[config.mk]
export PLATFORM = sky130hd
export DESIGN_NAME = ntc_div_pipe
export DESIGN_NICKNAME = d
export VERILOG_FILES = /design/src/hdl/ntc_voltage_to_temperature_assert.svh /design/src/hdl/ntc_div_pipe.sv
export SDC_FILE = /design/constraint.sdc
export NUM_CORES = 2
export LEC_CHECK = 0
export BUFFER_PORTS_ARGS = -buffer_cell sky130_fd_sc_hd__buf_2
export CAP_MARGIN = 20
export CORE_MARGIN = 2
export CORE_UTILIZATION = 60
export DETAILED_ROUTE_END_ITERATION = 8
export GPL_TIMING_DRIVEN = 0
export HOLD_SLACK_MARGIN = 0.05
export MAX_ROUTING_LAYER = met4
export PLACE_DENSITY = 0.73
export SLEW_MARGIN = 20
export SYNTH_ARGS = -nofsm -noshare
export SYNTH_HDL_FRONTEND = slang
export SYNTH_SLANG_ARGS = --single-unit
[constraint.sdc]
create_clock -name clk -period 3.8 [get_ports clk]
set_input_delay 0.57 -clock clk [delete_from_list [all_inputs] [get_ports clk]]
set_output_delay 0.57 -clock clk [all_outputs]
set_load 0.05 [all_outputs]
[src/hdl/ntc_voltage_to_temperature_assert.svh]
// Assertion macros shared by the thermistor conversion RTL.
`ifndef NTC_VOLTAGE_TO_TEMPERATURE_ASSERT_SVH
`define NTC_VOLTAGE_TO_TEMPERATURE_ASSERT_SVH
`ifndef SYNTHESIS
// The enclosing module must provide clk and arst_n.
`define NTC_ASSERT(label, prop) \
	label: assert property (@(posedge clk) disable iff (!arst_n) prop) \
		else $error("ntc assertion failed");
`define NTC_ASSERT_NEVER(label, cond) \
	label: assert property (@(posedge clk) disable iff (!arst_n) !(cond)) \
		else $error("ntc forbidden condition seen");
`else
`define NTC_ASSERT(label, prop)
`define NTC_ASSERT_NEVER(label, cond)
`endif
`endif

[src/hdl/ntc_div_pipe.sv]
// Pipelined restoring divider, one quotient bit per register stage.
module ntc_div_pipe #(
	parameter int NW = 47,
	parameter int DW = 16,
	parameter int SW = 1
) (
	input  logic          clk,
	input  logic          arst_n,
	input  logic          en,
	input  logic          in_valid,
	input  logic [NW-1:0] num,
	input  logic [DW-1:0] den,
	input  logic [SW-1:0] side_in,
	output logic          out_valid,
	output logic [NW-1:0] quot,
	output logic [SW-1:0] side_out
);

	logic          vld_s  [NW];
	logic [NW-1:0] nq_s   [NW];
	logic [DW-1:0] rem_s  [NW];
	logic [DW-1:0] den_s  [NW];
	logic [SW-1:0] side_s [NW];

	for (genvar k = 0; k < NW; k++) begin : g_stage
		logic          p_vld;
		logic [NW-1:0] p_nq;
		logic [DW-1:0] p_rem;
		logic [DW-1:0] p_den;
		logic [SW-1:0] p_side;
		logic [DW:0]   trial;
		logic          ge;

		if (k == 0) begin : g_first
			assign p_vld  = in_valid;
			assign p_nq   = num;
			assign p_rem  = '0;
			assign p_den  = den;
			assign p_side = side_in;
		end else begin : g_next
			assign p_vld  = vld_s[k-1];
			assign p_nq   = nq_s[k-1];
			assign p_rem  = rem_s[k-1];
			assign p_den  = den_s[k-1];
			assign p_side = side_s[k-1];
		end

		// The dividend shifts out at the top while quotient bits shift in below.
		assign trial = {p_rem, p_nq[NW-1]};
		assign ge    = trial >= {1'b0, p_den};

		always_ff @(posedge clk or negedge arst_n) begin
			if (!arst_n) begin
				vld_s[k] <= 1'b0;
			end else if (en) begin
				vld_s[k] <= p_vld;
			end
		end

		always_ff @(posedge clk) begin
			if (en) begin
				nq_s[k]   <= {p_nq[NW-2:0], ge};
				rem_s[k]  <= ge ? DW'(trial - {1'b0, p_den}) : trial[DW-1:0];
				den_s[k]  <= p_den;
				side_s[k] <= p_side;
			end
		end
	end

	assign out_valid = vld_s[NW-1];
	assign quot      = nq_s[NW-1];
	assign side_out  = side_s[NW-1];

endmodule

Word level (Yosys, flattened, before mapping):

Memory sizes are Yosys's and may differ from the RTL's.
Index checks and enable logic that the tools add are counted.

* add/subtract/negate cells: 47
* order comparisons: 47
* mux-type cells: 49

Operator list (count)
* $ge 17x16->1: 46
* $mux 16: 47
* $sub 16x16->16: 46
* $ge 1x16->1: 1
* $sub 1x16->16: 1
* $mux 1: 2

* register bits after elaboration: 47
* bits in writable memories: 3760
* input bits: 68
* output and inout bits: 49
* word-level logic and storage cells: 194
* memories: 4

Memory list
* nq_s: words 47, width 47, rd ports 47, clocked after memory_dff 0, wr ports 47, line ntc_div_pipe.sv:20 `logic [NW-1:0] nq_s [NW];`
* den_s: words 47, width 16, rd ports 46, clocked after memory_dff 0, wr ports 47, line ntc_div_pipe.sv:22 `logic [DW-1:0] den_s [NW];`
* rem_s: words 47, width 16, rd ports 46, clocked after memory_dff 0, wr ports 47, line ntc_div_pipe.sv:21 `logic [DW-1:0] rem_s [NW];`
* side_s: words 47, width 1, rd ports 47, clocked after memory_dff 0, wr ports 47, line ntc_div_pipe.sv:23 `logic [SW-1:0] side_s [NW];`

Depth between registers and ports, before layout:

An unclocked memory read counts as a cell.

* word-level depth: 3
* mapped depth: 13
* gate-level depth less buffers: 11

Least setup slack after synthesis:

OpenSTA, ideal clock, no wires.

* path kind: flip-flop to flip-flop
* start: memory den_s[33][1], in the netlist den_s[2][17]
* end: memory rem_s[34][8], in the netlist rem_s[2][40], data pin
* library setup time: 260 ps
* arrival time: 2710 ps
* required time: 3540 ps
* setup slack: 830 ps
* cell stages (with the launch flop): 12
* buffers on the path: 1
* clock period less this slack: 2970 ps
* cells stage by stage: edfxtp_1 inv_1 ha_1 nor2b_1 o31ai_1 a31oi_1 nand3_1 nand2_1 a311o_1 a211oi_4 buf_6 mux2_2

RTL lines (line)
* start, declared: ntc_div_pipe.sv:22
* end, declared: ntc_div_pipe.sv:21

==> out/results.tsv <==
stage	metric	value	unit
status	outcome	complete, no violations	
floorplanning	dieArea	266000	um2
pwr	powerDensity	788.9	nW/um2
final_layout	final_util	0.6769	
synth	yosys_most_used_dff	edfxtp_1	
worst_setup_path	crit_arrival	4.23	ns
floorplanning	rows	187	
synth	synth_nets	11220	
job	drv_cap	0	
worst_setup_path	path_common_cell	inv_1	
final_layout	layout_commonest_cell	edfxtp_1	
floorplanning	initial_core_util	0.6045	
place	place_congestion	0.9315	
sta	max_slew.worst_pin.slew	0.9361	ns
place	placed_cell_area	162800	um2
final_layout	drive_gt1_frac	0.09758	
clock_tree	insertion_delay	0.94	ns
global_route	grt_max_degree	161	
clock_tree	cts-buffers-inserted	377	
place	dp_cells	14010	
final_layout	fin_cells	14770	
clock_tree	clock_sinks	3775	
clock_tree	htreeDepth	5	
worst_setup_path	path_buf_inv	3	
synth	yosysWarnings	0	
worst_setup_path	critPathTopFamily	compound AO/OA/AOI/OAI gates	
sta	setup_slack	0.1989	ns
detailed_routing	drc	0	
worst_setup_path	worstSetupEndpointType	flop	
sta	fin_setup_tns	0	ns
detailed_routing	postRouteAntennaNets	0	
sta	rsz0062_at_grt	no	
floorplanning	dieWidth	515.8	um
worst_setup_path	worstPathMaxFanout	10	
synth	async_reset_ff_frac	0.01245	
synth	synth_top_cell_by_area	edfxtp_1	
global_route	grt_antenna_before_repair	2	
final_layout	final_cell_mix	3728 x edfxtp_1, 944 x inv_1, 738 x ha_1	
pwr	p_leak	66.54	nW
floorplanning	coreArea	259900	um2
final_layout	nets	11820	
clock_tree	clockBufferDepth	4	
synth	synthDistinctLibCells	89	
detailed_routing	wl	274900	um
place	io_buffers	116	
detailed_routing	viasPerCell	5.598	
floorplanning	chipHeight	515.8	um
sta	worst_hold_slack	0.2028	ns
final_layout	final_area	176000	um2
detailed_routing	first_iter_violations	6292	
floorplanning	io_pins	117	
synth	synth_top_area_share	0.7124	
sta	finalCriticalPeriod	3.601	ns
synth	mappedNetlistArea	157100	um2
sta	relSlewSlack	0.3598	
pwr	p_total	138.8	mW
hold_path	hp-class	input port to asynchronous set/reset pin	
detailed_routing	routedWlPerCell	18.61	um
sta	finalSetupViolCount	0	
worst_setup_path	worst_setup_path_start_kind	flop	
sta	period_share	0.9477	
synth	synth-seq-cells	3775	
pwr	vdd_drop_max	0.0005253	V
global_route	overflow	0	
detailed_routing	vias	82690	
clock_tree	cts.clk_slew.worst_paths	0.06	ns
sta	fmax	277.7	MHz
synth	avgSynthCellArea	15.15	um2
clock_tree	root_buffer	clkbuf_16	
sta	hold_viol_final	0	
synth	synth_edf_count	3728	
worst_setup_path	required	4.43	ns
place	dp_hpwl	183000	um
worst_setup_path	cpMaxStageDelayCell	o31ai_2	
synth	ys_seq_area_frac	0.7199	
worst_setup_path	slowest_delay	0.54	ns
sta	slew_viol_final	0	
global_route	grt_pass1_vias	82550	
detailed_routing	drt-pass1-iter-count	8	
place	pre_cts_slack	-2.280	ns
final_layout	fillers	17610	
global_route	grt_first_pass_wirelength	439400	um
worst_setup_path	worstPathCellList	inv_1 -> ha_1 -> nor2b_1 -> o31a_1 -> o221a_2 -> o22ai_1 -> a21oi_1 -> o31ai_2 -> clkbuf_1 -> inv_1	
clock_tree	cts_tree	yes	
final_layout	area_growth	11.97	%
worst_setup_path	crit_type	flop to flop	
sta	clock_skew	0.04478	ns
global_route	gr-usage-all-layers	0.2129	
synth	syn_inst	10370	
synth	netlist_top_cells_area	edfxtp_1 71%, ha_1 5.9%, inv_1 2.3%, mux2_2 2.2%, o21ai_0 2.1%	
==> worst register-to-register path: stages, from the launching register on <==
cell and delay, ns:
edfxtp_1 0.46, inv_1 0.10, ha_1 0.24, nor2b_1 0.14
o31a_1 0.28, o221a_2 0.27, o22ai_1 0.36, a21oi_1 0.18
o31ai_2 0.54, clkbuf_1 0.55, inv_1 0.20
==> metal layers <==
metal / track usage / vias up / wire length (um)
met4: 0.06845 / 0 / 8421
met5: - / - / 0
met2: 0.3396 / 1719 / 132100
li1: - / 40100 / -
met1: 0.2896 / 40280 / 123700
met3: 0.02383 / 591 / 10610
==> final cells by class <==
class / count / area (um2) / area share
antenna: 3 / 7.507 / 0.00004266
clock inverter: 209 / 2200 / 0.01250
buffer: 125 / 570.5 / 0.003242
timing repair buffer: 221 / 2287 / 0.01300
multi-input combinational: 5526 / 39970 / 0.2272
sequential: 3775 / 113100 / 0.6429
tap: 3496 / 4374 / 0.02486
inverter: 944 / 3543 / 0.02014
clock buffer: 473 / 9888 / 0.05619
==> final timing paths <==
check / from / endpoint / slack, ns / depth (start not counted)
min in group clk: en / nq_s[16][7] / 0.20 / 1
max reg2reg: den_s[1][113] / nq_s[24][0] / 0.20 / 10
min: arst_n / g_stage[1].p_vld / 0.20 / 2
max in group asynchronous: arst_n / g_stage[35].p_vld / 3.21 / 2
min reg2reg: nq_s[17][27] / nq_s[18][28] / 0.40 / 0
max: den_s[1][113] / nq_s[24][0] / 0.20 / 10
==> power breakdown <==
group          total (mW)  internal [mW]  switching, mW
combinational        43.6           18.6           25.0
sequential           59.1           55.5           3.56
clock                36.1           20.8           15.3
total                 139           95.0           43.8
==> repair_timing <==
action,CTS,global route
hold buffers,67,0
resized for setup,2,21
endpoints found under the hold margin,175,0
buffers inserted,0,5
setup endpoints to repair,597,86
pin swaps,0,2
gates cloned,7,0
==> synth_stat cells, types with 8 or more instances <==
cell type and n:
edfxtp_1 3728, inv_1 944, ha_1 738, o21ai_0 668, nand2_1 591, a21oi_1 540, nor2_1 473, mux2_2 306
xnor2_1 281, xor2_1 219, a21o_1 164, o21a_1 164, nor2b_1 120, nand3_1 110, nor3_1 109, nand2b_1 106
clkbuf_1 96, nand4_1 85, a31oi_1 81, a211oi_1 73, o31ai_1 69, o31a_1 67, mux2i_1 48, dfrtp_1 47
fa_1 45, and3_1 39, nor4_1 32, o21bai_1 32, or3_1 28, or2_2 26, a21boi_0 24, a2111oi_0 20
buf_2 19, and2_1 18, o211ai_1 15, o41ai_1 15, a211o_1 14, a31o_2 14, o22ai_1 13, or4_1 13
a41oi_1 10, nand4b_1 9, a221o_1 8, a221oi_1 8
==> flip-flops by register name (all words and copies together) (netlist names) <==
register,count
out_valid,1
g_stage.p_vld,46
den_s,736
rem_s,736
side_s,47
nq_s,2209
==> cells by family after synthesis <==
group                      after synthesis  synth area share
muxes                                  360           0.02556
buffers and inverters                 1069           0.02612
and+or+nand+nor                       1791           0.05327
DFF                                   3775            0.7199
adders and majority gates              783           0.06449
AOI/OAI and AO/OA                     2092           0.08284
xor gates and xnor gates               500           0.02787
No activity file was read; power rests on OpenSTA's default activity.
